**src/hw/rtl/dss_pkg.sv**
```systemverilog
// ----------------------------------------------------------------------------
// dss_pkg
// Shared types and constants of the delimiter stream splitter.
// ----------------------------------------------------------------------------
package dss_pkg;

	localparam int DELIM_MAX   = 8;
	localparam int BYTE_W      = 8;
	localparam int LEN_W       = 4;
	localparam int DELIM_W     = DELIM_MAX * BYTE_W;
	localparam int CNT_W       = $clog2(DELIM_MAX + 1);
	localparam int IDX_W       = (DELIM_MAX > 1) ? $clog2(DELIM_MAX) : 1;
	localparam int QDEPTH      = 4;
	localparam int QPTR_W      = $clog2(QDEPTH);
	localparam int QCNT_W      = $clog2(QDEPTH + 1);
	localparam int CFG_DATA_W  = 64;
	localparam int CFG_ADDR_W  = 4;

	localparam logic REG_LEN   = 1'b0;
	localparam logic REG_DELIM = 1'b1;

	localparam logic [LEN_W-1:0]   LEN_RESET   = LEN_W'(1);
	localparam logic [DELIM_W-1:0] DELIM_RESET = DELIM_W'(44);

	typedef struct packed {
		logic [BYTE_W-1:0] data_byte;
		logic              has_byte;
		logic              last;
	} cmd_t;

	typedef struct packed {
		logic [BYTE_W-1:0] out_byte;
		logic              out_valid;
		logic              segment_end;
		logic              text_end;
	} res_t;

	typedef struct packed {
		logic full;
		logic nonempty;
	} qstat_t;

endpackage

```
**src/hw/rtl/delimiter_stream_splitter.sv**
```systemverilog
// ----------------------------------------------------------------------------
// delimiter_stream_splitter
// Splits a byte stream into segments at each occurrence of a delimiter.
// ----------------------------------------------------------------------------
// Input words (item_valid/item_stall) carry data_byte, byte_present and
// text_last; a word with neither flag is taken and gives nothing. Result
// words (res_valid/res_stall) carry either a segment data byte (out_valid)
// or a segment end; text_end marks the last result of a text.
// Bytes wait in a window of up to delim_len-1 entries; a byte that completes
// the delimiter turns the window into one segment end.
// Throughput: one input word per cycle while no result stalls and each word
// gives at most one result. A text_last word flushes the window byte by byte,
// then gives the final segment end with text_end; a byte that leaves the
// window short of delim_len gives no result. Each word passes the input stage,
// the 4-entry command queue and the matcher with its result register.
// Reset clears the window, the queue and the result valid flag and loads
// delim_len = 1, delim_bytes = comma. Registers are to be written over the
// APB port only while no text is in flight; the block does not enforce this.
// A stalled result holds; the queue then fills and item_stall rises.
// ----------------------------------------------------------------------------
module delimiter_stream_splitter (
	input  logic                            clk,
	input  logic                            arst_n,
	input  logic                            psel,
	input  logic                            penable,
	input  logic                            pwrite,
	input  logic [dss_pkg::CFG_ADDR_W-1:0]  paddr,
	input  logic [dss_pkg::CFG_DATA_W-1:0]  pwdata,
	output logic [dss_pkg::CFG_DATA_W-1:0]  prdata,
	output logic                            pready,
	input  logic                            item_valid,
	output logic                            item_stall,
	input  logic [dss_pkg::BYTE_W-1:0]      data_byte,
	input  logic                            byte_present,
	input  logic                            text_last,
	output logic                            res_valid,
	input  logic                            res_stall,
	output logic [dss_pkg::BYTE_W-1:0]      out_byte,
	output logic                            out_valid,
	output logic                            segment_end,
	output logic                            text_end
);

	logic [dss_pkg::LEN_W-1:0]   len_q;
	logic [dss_pkg::DELIM_W-1:0] delim_q;
	logic                        wr_en;
	logic                        push, pop;
	dss_pkg::cmd_t               push_cmd, pop_cmd;
	dss_pkg::qstat_t             qstat;
	dss_pkg::res_t               res;

	assign pready = 1'b1;
	assign wr_en  = psel & penable & pwrite;

	always_ff @(posedge clk or negedge arst_n) begin
		if (!arst_n) begin
			len_q   <= dss_pkg::LEN_RESET;
			delim_q <= dss_pkg::DELIM_RESET;
		end else if (wr_en) begin
			unique case (paddr[3])
				dss_pkg::REG_LEN:   len_q   <= pwdata[dss_pkg::LEN_W-1:0];
				dss_pkg::REG_DELIM: delim_q <= pwdata[dss_pkg::DELIM_W-1:0];
				default:            len_q   <= len_q;
			endcase
		end
	end

	always_comb begin
		unique case (paddr[3])
			dss_pkg::REG_LEN:   prdata = dss_pkg::CFG_DATA_W'(len_q);
			dss_pkg::REG_DELIM: prdata = dss_pkg::CFG_DATA_W'(delim_q);
			default:            prdata = '0;
		endcase
	end

	dss_front u_front (
		.clk          (clk),
		.arst_n       (arst_n),
		.item_valid   (item_valid),
		.item_stall   (item_stall),
		.data_byte    (data_byte),
		.byte_present (byte_present),
		.text_last    (text_last),
		.qstat        (qstat),
		.push         (push),
		.push_cmd     (push_cmd)
	);

	dss_fifo u_fifo (
		.clk      (clk),
		.arst_n   (arst_n),
		.push     (push),
		.push_cmd (push_cmd),
		.pop      (pop),
		.pop_cmd  (pop_cmd),
		.qstat    (qstat)
	);

	dss_back u_back (
		.clk         (clk),
		.arst_n      (arst_n),
		.delim_len   (len_q),
		.delim_bytes (delim_q),
		.qstat       (qstat),
		.pop_cmd     (pop_cmd),
		.pop         (pop),
		.res_valid   (res_valid),
		.res_stall   (res_stall),
		.res         (res)
	);

	assign out_byte    = res.out_byte;
	assign out_valid   = res.out_valid;
	assign segment_end = res.segment_end;
	assign text_end    = res.text_end;

endmodule

```
**src/hw/rtl/dss_front.sv**
```systemverilog
// ----------------------------------------------------------------------------
// dss_front
// Input stage: takes words, drops idle ones, registers the command for the queue.
// ----------------------------------------------------------------------------
module dss_front (
	input  logic                       clk,
	input  logic                       arst_n,
	input  logic                       item_valid,
	output logic                       item_stall,
	input  logic [dss_pkg::BYTE_W-1:0] data_byte,
	input  logic                       byte_present,
	input  logic                       text_last,
	input  dss_pkg::qstat_t            qstat,
	output logic                       push,
	output dss_pkg::cmd_t              push_cmd
);

	logic          v_s1;
	dss_pkg::cmd_t cmd_s1;
	logic          load;

	assign item_stall = v_s1 & qstat.full;
	assign push       = v_s1 & ~qstat.full;
	assign push_cmd   = cmd_s1;
	assign load       = item_valid & ~item_stall;

	always_ff @(posedge clk or negedge arst_n) begin
		if (!arst_n) begin
			v_s1 <= 1'b0;
		end else if (!item_stall) begin
			v_s1 <= item_valid & (byte_present | text_last);
		end
	end

	always_ff @(posedge clk) begin
		if (load) begin
			cmd_s1.data_byte <= data_byte;
			cmd_s1.has_byte  <= byte_present;
			cmd_s1.last      <= text_last;
		end
	end

endmodule

```
**src/hw/rtl/dss_fifo.sv**
```systemverilog
// ----------------------------------------------------------------------------
// dss_fifo
// Short command queue between the input stage and the matcher.
// ----------------------------------------------------------------------------
module dss_fifo (
	input  logic            clk,
	input  logic            arst_n,
	input  logic            push,
	input  dss_pkg::cmd_t   push_cmd,
	input  logic            pop,
	output dss_pkg::cmd_t   pop_cmd,
	output dss_pkg::qstat_t qstat
);

	dss_pkg::cmd_t                   mem_q [dss_pkg::QDEPTH];
	logic [dss_pkg::QPTR_W-1:0]      wr_q;
	logic [dss_pkg::QPTR_W-1:0]      rd_q;
	logic [dss_pkg::QCNT_W-1:0]      cnt_q;

	assign qstat.full     = (cnt_q == dss_pkg::QCNT_W'(dss_pkg::QDEPTH));
	assign qstat.nonempty = (cnt_q != '0);
	assign pop_cmd        = mem_q[rd_q];

	always_ff @(posedge clk or negedge arst_n) begin
		if (!arst_n) begin
			wr_q  <= '0;
			rd_q  <= '0;
			cnt_q <= '0;
		end else begin
			if (push) wr_q <= wr_q + 1'b1;
			if (pop)  rd_q <= rd_q + 1'b1;
			unique case ({push, pop})
				2'b10:   cnt_q <= cnt_q + 1'b1;
				2'b01:   cnt_q <= cnt_q - 1'b1;
				default: cnt_q <= cnt_q;
			endcase
		end
	end

	always_ff @(posedge clk) begin
		if (push) mem_q[wr_q] <= push_cmd;
	end

endmodule

```
**src/hw/rtl/dss_back.sv**
```systemverilog
// ----------------------------------------------------------------------------
// dss_back
// Pending window, delim compare, result reg; one result per unstalled cycle.
// ----------------------------------------------------------------------------
module dss_back (
	input  logic                        clk,
	input  logic                        arst_n,
	input  logic [dss_pkg::LEN_W-1:0]   delim_len,
	input  logic [dss_pkg::DELIM_W-1:0] delim_bytes,
	input  dss_pkg::qstat_t             qstat,
	input  dss_pkg::cmd_t               pop_cmd,
	output logic                        pop,
	output logic                        res_valid,
	input  logic                        res_stall,
	output dss_pkg::res_t               res
);

	logic [dss_pkg::BYTE_W-1:0] win_q [dss_pkg::DELIM_MAX];
	logic [dss_pkg::BYTE_W-1:0] win_n [dss_pkg::DELIM_MAX];
	logic [dss_pkg::BYTE_W-1:0] win_sh [dss_pkg::DELIM_MAX];
	logic [dss_pkg::CNT_W-1:0]  cnt_q, cnt_n;
	logic                       bw_q, bw_n, lw_q, lw_n;
	logic                       res_v_q;
	dss_pkg::res_t              res_q;
	logic [dss_pkg::CNT_W-1:0]  len;
	logic                       room, step, emit, match;
	dss_pkg::res_t              emit_res;

	always_comb begin
		if (delim_len == '0)
			len = dss_pkg::CNT_W'(1);
		else if (delim_len > dss_pkg::LEN_W'(dss_pkg::DELIM_MAX))
			len = dss_pkg::CNT_W'(dss_pkg::DELIM_MAX);
		else
			len = dss_pkg::CNT_W'(delim_len);
	end

	always_comb begin
		match = 1'b1;
		for (int i = 0; i < dss_pkg::DELIM_MAX; i++) begin
			if ((dss_pkg::CNT_W'(i) < len) &&
			    (win_q[i] != delim_bytes[i*dss_pkg::BYTE_W +: dss_pkg::BYTE_W]))
				match = 1'b0;
		end
		for (int i = 0; i < dss_pkg::DELIM_MAX - 1; i++) win_sh[i] = win_q[i+1];
		win_sh[dss_pkg::DELIM_MAX-1] = '0;
	end

	assign room = ~res_v_q | ~res_stall;
	assign step = (bw_q | lw_q) & room;

	always_comb begin
		win_n    = win_q;
		cnt_n    = cnt_q;
		bw_n     = bw_q;
		lw_n     = lw_q;
		emit     = 1'b0;
		emit_res = '0;
		if (step) begin
			if (bw_q) begin
				if (cnt_q > len) begin
					emit               = 1'b1;
					emit_res.out_byte  = win_q[0];
					emit_res.out_valid = 1'b1;
					win_n              = win_sh;
					cnt_n              = cnt_q - 1'b1;
				end else if (cnt_q == len) begin
					bw_n = 1'b0;
					emit = 1'b1;
					if (match) begin
						emit_res.segment_end = 1'b1;
						for (int i = 0; i < dss_pkg::DELIM_MAX; i++) win_n[i] = '0;
						cnt_n = '0;
					end else begin
						emit_res.out_byte  = win_q[0];
						emit_res.out_valid = 1'b1;
						win_n              = win_sh;
						cnt_n              = cnt_q - 1'b1;
					end
				end else begin
					bw_n = 1'b0;
				end
			end else begin
				emit = 1'b1;
				if (cnt_q != '0) begin
					emit_res.out_byte  = win_q[0];
					emit_res.out_valid = 1'b1;
					win_n              = win_sh;
					cnt_n              = cnt_q - 1'b1;
				end else begin
					emit_res.segment_end = 1'b1;
					emit_res.text_end    = 1'b1;
					lw_n                 = 1'b0;
					for (int i = 0; i < dss_pkg::DELIM_MAX; i++) win_n[i] = '0;
					cnt_n = '0;
				end
			end
		end
		pop = qstat.nonempty & ~bw_n & ~lw_n;
		if (pop) begin
			bw_n = pop_cmd.has_byte;
			lw_n = pop_cmd.last;
			if (pop_cmd.has_byte && (cnt_n < dss_pkg::CNT_W'(dss_pkg::DELIM_MAX))) begin
				win_n[cnt_n[dss_pkg::IDX_W-1:0]] = pop_cmd.data_byte;
				cnt_n = cnt_n + 1'b1;
			end
		end
	end

	always_ff @(posedge clk or negedge arst_n) begin
		if (!arst_n) begin
			cnt_q   <= '0;
			bw_q    <= 1'b0;
			lw_q    <= 1'b0;
			res_v_q <= 1'b0;
			for (int i = 0; i < dss_pkg::DELIM_MAX; i++) win_q[i] <= '0;
		end else begin
			cnt_q <= cnt_n;
			bw_q  <= bw_n;
			lw_q  <= lw_n;
			win_q <= win_n;
			if (room) res_v_q <= emit;
		end
	end

	always_ff @(posedge clk) begin
		if (room && emit) res_q <= emit_res;
	end

	assign res_valid = res_v_q;
	assign res       = res_q;

endmodule
```
**config.mk**
```make
export PLATFORM = sky130hd
export DESIGN_NAME = delimiter_stream_splitter
export DESIGN_NICKNAME = d
export VERILOG_FILES = /design/src/hw/rtl/dss_pkg.sv /design/src/hw/rtl/delimiter_stream_splitter.sv /design/src/hw/rtl/dss_front.sv /design/src/hw/rtl/dss_fifo.sv /design/src/hw/rtl/dss_back.sv
export SDC_FILE = /design/constraint.sdc
export NUM_CORES = 1
export LEC_CHECK = 0
export ABC_AREA = 1
export BUFFER_PORTS_ARGS = -buffer_cell sky130_fd_sc_hd__buf_2
export CORE_ASPECT_RATIO = 0.6
export CORE_MARGIN = 4
export CORE_UTILIZATION = 62
export DETAILED_ROUTE_END_ITERATION = 10
export PLACE_DENSITY = 0.95
export SYNTH_ARGS = -nofsm -noshare
export SYNTH_HDL_FRONTEND = slang
export SYNTH_HIERARCHICAL = 1
export SYNTH_SLANG_ARGS = --single-unit
```
**constraint.sdc**
```tcl
create_clock -name clk -period 8.45 [get_ports clk]
set_input_delay 0 -clock clk [delete_from_list [all_inputs] [get_ports clk]]
set_output_delay 0 -clock clk [all_outputs]
set_load 0.01 [all_outputs]
```
# After elaboration in Yosys (flattened, before gate mapping)
# Memory sizes are Yosys's and may differ from the RTL's.
# Index checks and enable logic that the tools add are counted.
# word_totals
word_cells	149
out_inout_bits	78
register_bits	168
input_bits	85
ram_bits	40
mem_count	1
# classes
bitwise	21
eq_ne	12
n_reduce_logical	18
muxes	53
addsub	6
n_lt_le_gt_ge	13
# mem_list
memory	words	width	rd	rd_clocked_by_memory_dff	write_ports	line_no	text
u_fifo.mem_q	4	10	1	0	1	dss_fifo.sv:15	dss_pkg::cmd_t mem_q [dss_pkg::QDEPTH];
# ops
op	n
2-to-1 mux 64 bit	8
case mux 64 bit (2 select lines)	1
bitwise mux 64 bit	1
inequality test 8 bit	8
2-to-1 mux 4 bit	10
2-to-1 mux 9 bit	3
demux 8 bit (select 3 bit)	1
2-to-1 mux 1 bit	24
2-to-1 mux 10 bit	2
less-than comparator 3 x 4 -> 1 bit, first input constant	4
logical AND 1 bit	11
AND 1 bit	9
less-than comparator 1 x 4 -> 1 bit, first input constant	2
less-than comparator 2 x 4 -> 1 bit, first input constant	2
2-to-1 mux 8 bit	1
NOT 1 bit	8
case mux 3 bit (2 select lines)	1
adder 2 x 1 -> 2 bit, second input constant	2
adder 4 x 1 -> 4 bit, second input constant	1
equality test 4 bit	1
>= comparator 4 bit, second input constant	1
> comparator 4 bit	1
> comparator 4 bit, second input constant	1
zero test 4 bit	1
other kinds (16)	19

# Depth between registers and ports, before layout
# Gate-level depths: netlist of run 1.
# logic_depth
ltp_word	26
mapped_depth	26
mapped_depth_nobuf	25

# Cells and area by module
# Netlist of run 1, hierarchy kept.
# modules_own_cells
mod	cells_per_inst	area_each_um2	seq_area_each_um2	instances
dss_back	778	5425.2	2107.0	1
delimiter_stream_splitter	439	3248.1	1706.6	1
dss_fifo	166	2047.0	1376.3	1
dss_front	19	361.6	325.3	1

# Worst setup path before layout of run 1
# Ideal clock, no wire load.
# synth_timing
path_type	reg-to-reg
startpoint	register len_q[0] in the netlist's numbering
endpoint	register u_back/win_q[48] in the netlist's numbering
n_path_buf	1
setup_slack_ns	5.648
path_stages_with_launch	23
arrival_ns	2.680
cell_sequence	dfstp_2 > inv_1 > nand2_1 > nor2_1 > o21ai_0 > inv_1 > ha_1 > nand2_1 > nor2_1 > nand2_1 > nor2_1 > nand4_1 > nor2_1 > nand2_1 > inv_1 > nand2_4 > nand4_2 > nand3_4 > a21oi_4 > nand2_2 > buf_2 > nand2_1 > o21ai_1
# synth_rtl
element	line_no	text
start: declaration	delimiter_stream_splitter.sv:44	logic [dss_pkg::LEN_W-1:0] len_q;
start signal: assignment	delimiter_stream_splitter.sv:57	len_q <= dss_pkg::LEN_RESET;
start signal: assignment	delimiter_stream_splitter.sv:61	dss_pkg::REG_LEN: len_q <= pwdata[dss_pkg::LEN_W-1:0];
start signal: assignment	delimiter_stream_splitter.sv:63	default: len_q <= len_q;
end signal: assignment	dss_back.sv:121	win_q <= win_n;
end: declaration	dss_back.sv:18	logic [dss_pkg::BYTE_W-1:0] win_q [dss_pkg::DELIM_MAX];

==> results of run 1 <==
==> worst max-delay path, stage by stage (launching register included) <==
cell,delay [ps]
dfstp_2,550
inv_1,60
nand2_1,80
nor2_1,50
o21ai_0,230
ha_1,290
inv_1,50
nor2_1,40
o21ai_0,250
nand2_1,90
nor2_1,170
inv_1,170
a21oi_1,150
nand2_1,80
nand2_1,140
nand2_1,150
nor2_4,640
nand2_1,420
nand2_1,130
o21ai_1,80
==> kinds of logic (layout without fill, tap and decap cells) <==
group	count (synthesis)	after routing	synth area share, %
buf+inv	280	507	10.6
simple gates	734	734	27.6
flops	208	208	49.8
fa+ha+maj	11	11	1.31
xor+xnor	39	39	3.08
compound gates	129	129	7.61
other cells	1	1	0.0338
==> area by class of cell <==
cell class	count	area, um2
Sequential cell	208	5520
Multi-Input combinational cell	914	4390
Fill cell	1153	3930
Timing Repair Buffer	249	1690
Inverter	222	833
Clock buffer	28	571
Tap cell	234	293
Clock inverter	8	98.8
==> registers in the layout, summed over array words and instances (netlist names) <==
name              flops
u_front/v_s1          1
u_fifo/mem_q         40
u_front/push_cmd     10
u_back/res_valid      1
u_back/res           11
delim_q              64
u_fifo/cnt_q          3
u_back/lw_q           1
u_fifo/rd_q           2
u_fifo/wr_q           2
u_back/bw_q           1
u_back/win_q         64
u_back/cnt_q          4
len_q                 4
==> power groups by stage <==
stage | sequential (mW) | clock (mW) | combinational, mW
after floorplan | 1.46 | 0 | 1.17
after global placement | 1.52 | 0 | 1.51
after detailed placement | 1.53 | 0 | 1.57
after CTS | 1.52 | 0.923 | 1.62
after global routing | 1.55 | 0.972 | 1.86
final | 1.53 | 0.924 | 1.71
==> stage by stage <==
step / util (%) / worst slack (ps) / area, um2
global route: 77.3 / 4100 / 13400
CTS: 77.3 / 4610 / 13400
global placement: 68.7 / 4720 / 11900
detailed placement: 68.7 / 4620 / 11900
floorplan: - / 5650 / 11100
finish: 77.3 / 4490 / 13400
==> cells in the final DEF (no fill, tap or decap), types with 6 or more instances in the layout <==
cell type,n
nand2_1,516
inv_1,213
buf_2,156
dfrtp_1,143
nand3_1,116
dlygate4sd3_1,82
nor2_1,61
edfxtp_1,61
o22ai_1,27
o21ai_0,25
xor2_1,25
o21ai_1,25
clkbuf_16,20
a22oi_1,17
o211ai_1,17
nand4_1,16
xnor2_1,14
buf_4,10
ha_1,10
a21oi_1,7
nand2_2,7
inv_2,6
==> routing by layer <==
layer	vias up	routed length, um	GRT usage (%)
met1	4943	13200	44.4
met5	-	0	0
met3	146	3980	7.80
li1	4810	-	-
met4	0	1190	10.5
met2	773	15000	52.3
==> timing repair <==
item,CTS,global route
hold endpoints to repair,160,0
gates resized for setup,0,0
endpoints found under the setup margin,0,0
hold buffers,82,0
==> final timing paths <==
| path | start | end | slack, ps |
|---|---|---|---|
| setup / recovery | len_q[0] | u_back/win_q[19] | 4490 |
| hold / removal | paddr[3] | delim_q[1] | 9 |
| setup reg to reg | len_q[0] | u_back/win_q[19] | 4490 |
| hold reg to reg | delim_q[3] | delim_q[3] | 480 |
| max in group asynchronous | arst_n | delim_q[4] | 6920 |
| min in group asynchronous | arst_n | delim_q[22] | 70 |
==> flow_metrics.env, run 1 <==
export IMPL_status="finished, final reports clean"
export IMPL_synth_top_cell_area_share_pct=32.3
export IMPL_finalSetupViolCount=0
export IMPL_start_util_pct=64.0
export IMPL_root_buffer="clkbuf_16"
export IMPL_max_slew_margin_pct=35.2
export IMPL_first_iter_violations=1399
export IMPL_gp_congestion=0.939
export IMPL_layout_drive_gt1_share_pct=14.4
export IMPL_drt_pass1_iterations=9
export IMPL_fin_tns_setup_ps=0
export IMPL_worstSetupStartpointType="flop"
export IMPL_core_um2=17300
export IMPL_setup_worst_path_end_class="flop"
export IMPL_dp_hpwl_mm=20.1
export IMPL_p_int_mw=2.34
export IMPL_finalClockSkew_ps=25.6
export IMPL_critPathKind="flop to flop"
export IMPL_fin_crit_sh_pct=46.8
export IMPL_cts_buffer_depth=3
export IMPL_die_area_um2=20100
export IMPL_cts_buffers=20
export IMPL_yosysWarnings=6
export IMPL_switching_share_pct=43.9
export IMPL_finalNonFillerCells=1863
export IMPL_cp_data_required_time_ps=8830
export IMPL_clock_sinks=208
export IMPL_rsz0062_at_grt="no"
export IMPL_synth_async_reset_ratio_pct=70.7
export IMPL_synth_fp_nets=1498
export IMPL_min_path_type="primary input to flop"
export IMPL_synth_cells=1402
export IMPL_grt_usage_pct=32.6
export IMPL_vdd_drop_max_v=0.000203
export IMPL_routed_via_density=5.73
export IMPL_vias=10700
export IMPL_cts_setup_buffers=0
export IMPL_p_leak_nw=7.31
export IMPL_syn_area_per_cell_um2=7.90
export IMPL_power_switching_mw=1.83
export IMPL_wirelength_mm=33.3
export IMPL_arrival_ps=4340
export IMPL_ioPinCount=163
export IMPL_diodes=0
export IMPL_seq_area_frac_synth_pct=49.8
export IMPL_ys_top_cells_by_area="dfrtp_1, nand2_1, edfxtp_1"
export IMPL_io_buffers=158
export IMPL_rr_worst_depth=19
export IMPL_synth_seq_cells=208
export IMPL_seq_power_share_pct=36.8
export IMPL_cts_tree="yes"
export IMPL_worst_pin_slew_ps=972
export IMPL_synth_main_ff_cell="dfrtp_1"
export IMPL_yosysTopAreaCell="dfrtp_1"
export IMPL_grt_pass1_vias=10500
export IMPL_row_count=37
export IMPL_grt_max_degree=86
export IMPL_synth_edf_count=61
export IMPL_die_y_um=112
export IMPL_power_frac_comb_pct=41.1
export IMPL_routedWlPerCell_um=17.9
export IMPL_placed_cells=1745
export IMPL_fmax_mhz=253
export IMPL_clock_power_share_pct=22.2
export IMPL_clkLatencyLatePin_ps=510
export IMPL_overflow=0
export IMPL_period_needed_ps=3960
export IMPL_synth_common_cells="nand2_1, inv_1, dfrtp_1"
export IMPL_syn_to_final_growth_pct=20.8
export IMPL_power_mw=4.17
export IMPL_path_max_fanout=31
export IMPL_yosysMostFrequentCell="nand2_1"
export IMPL_synth_cell_area_um2=11100
export IMPL_power_density_nw_per_um2=311
export IMPL_grt_pass1_wl_mm=53.6
export IMPL_whs_ps=9.47
export IMPL_finalHoldViolations=0
export IMPL_drv_cap=0
export IMPL_slew_viol_final=0
export IMPL_fin_nets=1711
export IMPL_htree_levels=1
export IMPL_die_w_um=181
export IMPL_clkSlewWorstSetupHoldPaths_ps=60
export IMPL_post_synth_num_cell_types=43
export IMPL_postRouteAntennaNets=0
export IMPL_antenna_found_initial=0
export IMPL_hold_depth=3
export IMPL_drc=0
Note: power is estimated with default switching activity, not from simulation.
==> run 2, diff against run 1 <==
--- a/config.mk
+++ b/config.mk
@@ -9,9 +9,9 @@
 export BUFFER_PORTS_ARGS = -buffer_cell sky130_fd_sc_hd__buf_2
 export CORE_ASPECT_RATIO = 0.6
 export CORE_MARGIN = 4
-export CORE_UTILIZATION = 62
+export CORE_UTILIZATION = 52
 export DETAILED_ROUTE_END_ITERATION = 10
-export PLACE_DENSITY = 0.95
+export PLACE_DENSITY = 0.89
 export SYNTH_ARGS = -nofsm -noshare
 export SYNTH_HDL_FRONTEND = slang
 export SYNTH_HIERARCHICAL = 1
==> constraint.sdc (replaced) <==
create_clock -name clk -period 3.4 [get_ports clk]
set_input_delay 0 -clock clk [delete_from_list [all_inputs] [get_ports clk]]
set_output_delay 0 -clock clk [all_outputs]
set_load 0.01 [all_outputs]
==> run 2 against run 1 <==
Effect of this change:
- clock skew is 17 ps lower
- design area up 4.1%
- largest cell class unchanged
- highest routed layer unchanged
- utilization decreased by 11 points
- global-route usage decreased by 5.8 points
- first-iteration DRC count is 23% lower
- clock power grew to 2.7 times the previous value
- fmax up 26%
- register-to-register slack lost 4200 ps
- critical endpoint is now u_back/win_q[31]
- worst hold slack better by 14 ps
- critical path depth did not move
- die area increased by 18%
- final cell count rose by 4.5%
==> flow_metrics.env, run 2 (synthesis results as in run 1) <==
export IMPL_critPathKind="flop to flop"
export IMPL_clock_sinks=208
export IMPL_place_area_um2=12100
export IMPL_max_slew_margin_pct=42.8
export IMPL_vias=10300
export IMPL_layout_commonest_cell="nand2_1"
export IMPL_p_leak_nw=7.57
export IMPL_overflow=0
export IMPL_routedWlPerCell_um=16.5
export IMPL_dp_hpwl_mm=21.1
export IMPL_io_buffers=158
export IMPL_n_fill_cell=1620
export IMPL_wirelength_mm=32.1
export IMPL_gp_congestion=0.957
export IMPL_die_area_um2=23800
export IMPL_finalHoldViolations=0
export IMPL_diodes=0
export IMPL_die_w_um=196
export IMPL_setup_worst_path_end_class="flop"
export IMPL_worst_pin_slew_ps=857
export IMPL_drv_cap=0
export IMPL_min_path_type="primary input to flop"
export IMPL_finalSetupViolCount=0
export IMPL_p_int_mw=6.25
export IMPL_antenna_found_initial=0
export IMPL_clkSlewWorstSetupHoldPaths_ps=70
export IMPL_first_iter_violations=1077
export IMPL_cts_buffers=21
export IMPL_stdcell_area_um2=13900
export IMPL_period_needed_ps=3150
export IMPL_clock_power_share_pct=23.4
export IMPL_die_y_um=121
export IMPL_dp_slack_ps=54.3
export IMPL_fin_nets=1748
export IMPL_cts_tree="yes"
export IMPL_fin_tns_setup_ps=0
export IMPL_start_util_pct=52.8
export IMPL_multi_input_area_um2=4440
export IMPL_utilization_pct=66.4
export IMPL_power_density_nw_per_um2=778
export IMPL_ioPinCount=163
export IMPL_fmax_mhz=317
export IMPL_status="finished, final reports clean"
export IMPL_postLayoutSetupSlackWorst_ps=250
export IMPL_placed_cells=1800
export IMPL_layout_drive_gt1_share_pct=16.5
export IMPL_power_switching_mw=4.58
export IMPL_drt_pass1_iterations=6
export IMPL_grt_pass1_vias=9891
export IMPL_clkLatencyLatePin_ps=500
export IMPL_cts_buffer_depth=3
export IMPL_grt_pass1_wl_mm=51.2
export IMPL_power_frac_comb_pct=41.4
export IMPL_finalNonFillerCells=1946
export IMPL_fin_crit_sh_pct=92.6
export IMPL_cp_data_required_time_ps=3770
export IMPL_syn_to_final_growth_pct=25.7
export IMPL_postRouteAntennaNets=0
export IMPL_rsz0062_at_grt="no"
export IMPL_switching_share_pct=42.3
export IMPL_htree_levels=1
export IMPL_row_count=41
export IMPL_most_common_layout_cells="nand2_1, inv_1, buf_2, dfrtp_1, nand3_1"
export IMPL_finalClockSkew_ps=8.38
export IMPL_top_regs="delim_q (64), u_back/win_q (64), u_fifo/mem_q (40)"
export IMPL_routed_via_density=5.29
export IMPL_drc=0
export IMPL_worstSetupStartpointType="flop"
export IMPL_core_um2=21000
export IMPL_whs_ps=23.4
export IMPL_seq_power_share_pct=35.2
export IMPL_vdd_drop_max_v=0.000625
export IMPL_power_mw=10.8
export IMPL_path_max_fanout=17
export IMPL_root_buffer="clkbuf_16"
export IMPL_arrival_ps=3520
export IMPL_grt_usage_pct=26.8
export IMPL_slew_viol_final=0
export IMPL_final_seq_area_um2=5520
export IMPL_grt_max_degree=90
-- run 2: cell types whose count changed in the layout (fill, tap and decap cells not counted), moves of 4 or more --
cell / change
buf_4: +20
buf_12: +4
nand2_1: -4
dlygate4sd3_1: +12
-- run 2: final timing paths --
path / from / endpoint / slack, ps / cells after the start
max: len_q[0] / u_back/win_q[31] / 250 / 19
min: psel / delim_q[6] / 20 / 5
max reg2reg: len_q[0] / u_back/win_q[31] / 250 / 19
min reg2reg: delim_q[3] / delim_q[3] / 480 / 2
max in group asynchronous: arst_n / delim_q[5] / 2350 / 3
min in group asynchronous: arst_n / delim_q[43] / 140 / 2
-- run 2: power groups by stage --
stage | clock network (mW) | registers [mW] | logic, mW
after floorplan | 0 | 3.63 | 2.90
after global placement | 0 | 3.81 | 3.93
after detailed placement | 0 | 3.83 | 4.06
after CTS | 2.56 | 3.79 | 4.19
after global routing | 2.68 | 3.88 | 4.91
final | 2.54 | 3.81 | 4.48
-- run 2: area by class of cell --
| class | instances | share of cell area [%] |
|---|---|---|
| Timing Repair Buffer | 285 | 14.6 |
| Clock inverter | 10 | 1.12 |
| Inverter | 222 | 5.98 |
| Tap cell | 279 | 2.51 |
| Sequential cell | 208 | 39.6 |
| Clock buffer | 28 | 4.33 |
| Multi-Input combinational cell | 914 | 31.9 |
-- run 2: per-layer routing --
| layer | vias to the layer above | global-route usage, % | wire [um] | part of all wire [%] |
|---|---|---|---|---|
| li1 | 4898 | - | - | - |
| met1 | 4781 | 38.5 | 13800 | 43 |
| met2 | 543 | 41.0 | 13900 | 43 |
| met3 | 78 | 7.21 | 3580 | 11 |
| met4 | 0 | 6.15 | 720 | 2.2 |
| met5 | - | 0 | 0 | 0 |
-- run 2: worst max-delay path, cell delays in order (launching register included) --
cell	delay (ps)
dfstp_2	540
inv_1	50
nand2_1	90
nor2_2	60
o21ai_2	140
ha_1	260
inv_1	60
nor2_1	30
o21ai_0	210
nand2_1	100
nor2_2	160
nand2_1	100
inv_2	110
a21oi_1	90
nand2_1	130
o21ai_4	180
a21oi_4	350
nand2_4	170
nand2_1	90
o21ai_1	80
-- run 2: timing repair --
action,4_1_cts,5_1_grt
pin swaps,1,6
hold buffers,94,0
setup endpoints to repair,2,70
hold endpoints to repair,178,0
gates resized for setup,0,18
buffers inserted,4,10
==> run 3, diff against run 2 <==
--- a/config.mk
+++ b/config.mk
@@ -6,7 +6,7 @@
 export NUM_CORES = 1
 export LEC_CHECK = 0
 export ABC_AREA = 1
-export BUFFER_PORTS_ARGS = -buffer_cell sky130_fd_sc_hd__buf_2
+export BUFFER_PORTS_ARGS = -buffer_cell sky130_fd_sc_hd__buf_4
 export CORE_ASPECT_RATIO = 0.6
 export CORE_MARGIN = 4
 export CORE_UTILIZATION = 52
==> run 3 against run 2 <==
Effect of this change:
- die area is the same
- via count shrank 0.14%
- critical path depth grew 5
- combinational power grew 3%
- clock power shrank 13%
- utilization grew 0.82 points
- sequential share of layout area shrank 0.48 points
- final cell count shrank 0.77%
- global-route usage shrank 0.74 points
- design area grew 1.2%
- sequential power is essentially flat
- critical path type unchanged
- critical endpoint is now u_back/win_q[57]
- largest cell class unchanged
==> flow_metrics.env, run 3 (synthesis results as in run 1) <==
export IMPL_top_regs="delim_q (64), u_back/win_q (64), u_fifo/mem_q (40)"
export IMPL_core_um2=21000
export IMPL_max_slew_margin_pct=51.4
export IMPL_rsz0062_at_grt="yes"
export IMPL_die_y_um=121
export IMPL_power_density_nw_per_um2=753
export IMPL_syn_to_final_growth_pct=27.3
export IMPL_crit_family="simple AND/OR/NAND/NOR gates"
export IMPL_die_w_um=196
export IMPL_diodes=0
export IMPL_dp_slack_ps=-12.8
export IMPL_grt_pass1_wl_mm=50.3
export IMPL_routed_via_density=5.33
export IMPL_p_leak_nw=7.56
export IMPL_cts_buffers=20
export IMPL_crit_top_cell="nand2_1"
export IMPL_start_util_pct=52.8
export IMPL_clock_sinks=208
export IMPL_htree_levels=1
export IMPL_cts_buffer_depth=3
export IMPL_drc=0
export IMPL_cpPeakStageDelay_ps=540
export IMPL_ioPinCount=163
export IMPL_layout_drive_gt1_share_pct=15.9
export IMPL_overflow=0
export IMPL_period_needed_ps=3220
export IMPL_grt_pass1_vias=9700
export IMPL_routedWlPerCell_um=16.3
export IMPL_die_area_um2=23800
export IMPL_finalSetupViolCount=0
export IMPL_cp_num_buf_inv=5
export IMPL_most_common_layout_cells="nand2_1, inv_1, buf_4, dfrtp_1, nand3_1"
export IMPL_finalNonFillerCells=1931
export IMPL_worst_pin_slew_ps=729
export IMPL_drt_pass1_iterations=7
export IMPL_layout_commonest_cell="nand2_1"
export IMPL_vias=10300
export IMPL_utilization_pct=67.2
export IMPL_vdd_drop_max_v=0.000519
export IMPL_clkLatencyLatePin_ps=500
export IMPL_arrival_ps=3580
export IMPL_row_count=41
export IMPL_finalHoldViolations=0
export IMPL_antenna_found_initial=0
export IMPL_status="finished, final reports clean"
export IMPL_slew_viol_final=0
export IMPL_drv_cap=0
export IMPL_cp_data_required_time_ps=3770
export IMPL_fmax_mhz=311
export IMPL_fin_nets=1734
export IMPL_wirelength_mm=31.5
export IMPL_path_max_fanout=7
export IMPL_dp_hpwl_mm=21.5
export IMPL_grt_usage_pct=26.1
export IMPL_path_cells="inv_1 > nand2_1 > nor2_1 > o21ai_1 > inv_1 > ha_1 > nand2_1 > nor2_2 > nand2_1 > nor2_1 > nand4_1 > nor2_1 > nand2_1 > inv_2 > nand2_4 > nand2_1 > nand2_1 > nand2_2 > nand2_4 > clkinv_1 > buf_4 > nand2_1 > nor3_1 > nor2_1"
export IMPL_cts_tree="yes"
export IMPL_postRouteAntennaNets=0
export IMPL_placed_cells=1800
export IMPL_finalClockSkew_ps=10.7
export IMPL_first_iter_violations=1295
export IMPL_clkSlewWorstSetupHoldPaths_ps=60
export IMPL_critPathKind="flop to flop"
export IMPL_fin_crit_sh_pct=94.7
export IMPL_worstSetupStartpointType="flop"
export IMPL_gp_congestion=0.948
export IMPL_grt_max_degree=78
export IMPL_setup_worst_path_end_class="flop"
export IMPL_min_path_type="primary input to flop"
export IMPL_cpMaxStageDelayCell="dfstp_2"
export IMPL_root_buffer="clkbuf_16"
export IMPL_postLayoutSetupSlackWorst_ps=181
export IMPL_io_buffers=158
[run 3: final cells by class]
type	instances	area (um2)
tap	279	349
sequential	208	5520
timing repair buffer	272	2320
inverter	222	833
multi-input combinational	914	4440
clock inverter	11	106
fill	1614	6880
clock buffer	25	541
[run 3: stage by stage]
stage | TNS, ps | power, mW | area [um2] | hold WS (ps)
after floorplan | 0 | 6.53 | 11100 | -296
after CTS | 0 | 10.3 | 14000 | 26.8
after global placement | 0 | 7.81 | 12400 | 69.8
final | 0 | 10.6 | 14100 | 31.6
after detailed placement | -13.3 | 7.97 | 12400 | 75.1
after global routing | -93.4 | 11.2 | 14100 | 75.2
[run 3: what timing repair did]
| action | 4_1_cts | 5_1_grt |
|---|---|---|
| buffers inserted | 0 | 9 |
| hold buffers | 86 | 0 |
| endpoints found under the setup margin | 3 | 77 |
| resized for setup | 1 | 16 |
| endpoints found under the hold margin | 165 | 0 |
| pin swaps | 0 | 8 |
[run 3: report_power, final]
group          leakage [nW]  total (mW)  internal [mW]  switching, mW
Clock                 0.312        2.21           1.28          0.924
Sequential             2.49        3.81           3.23          0.582
Combinational          4.76        4.60           1.60           3.00
Total                  7.56        10.6           6.11           4.50
[run 3: worst paths after layout]
kind	startpoint	slack, ps	end	cells past startpoint
max	len_q[0]	180	u_back/win_q[57]	24
min	penable	30	len_q[0]	5
min in group asynchronous	arst_n	110	delim_q[44]	2
max reg2reg	len_q[0]	180	u_back/win_q[57]	24
min reg2reg	u_fifo/cnt_q[2]	480	u_fifo/cnt_q[2]	2
max in group asynchronous	arst_n	2320	u_fifo/cnt_q[2]	3
[run 3: tightest hold or removal path, delay by kind of cell]
kind,cells,cell delay (ps)
AND/OR/NAND/NOR,4,390
buffers and inverters,1,120
[run 3: routing by layer]
metal  up-vias  GRT usage, %  wire, um
met2       570          40.2     13900
met4         0          5.19       624
met5         -             0         0
met1      4788          38.3     13500
met3        65          5.85      3480
li1       4863             -         -
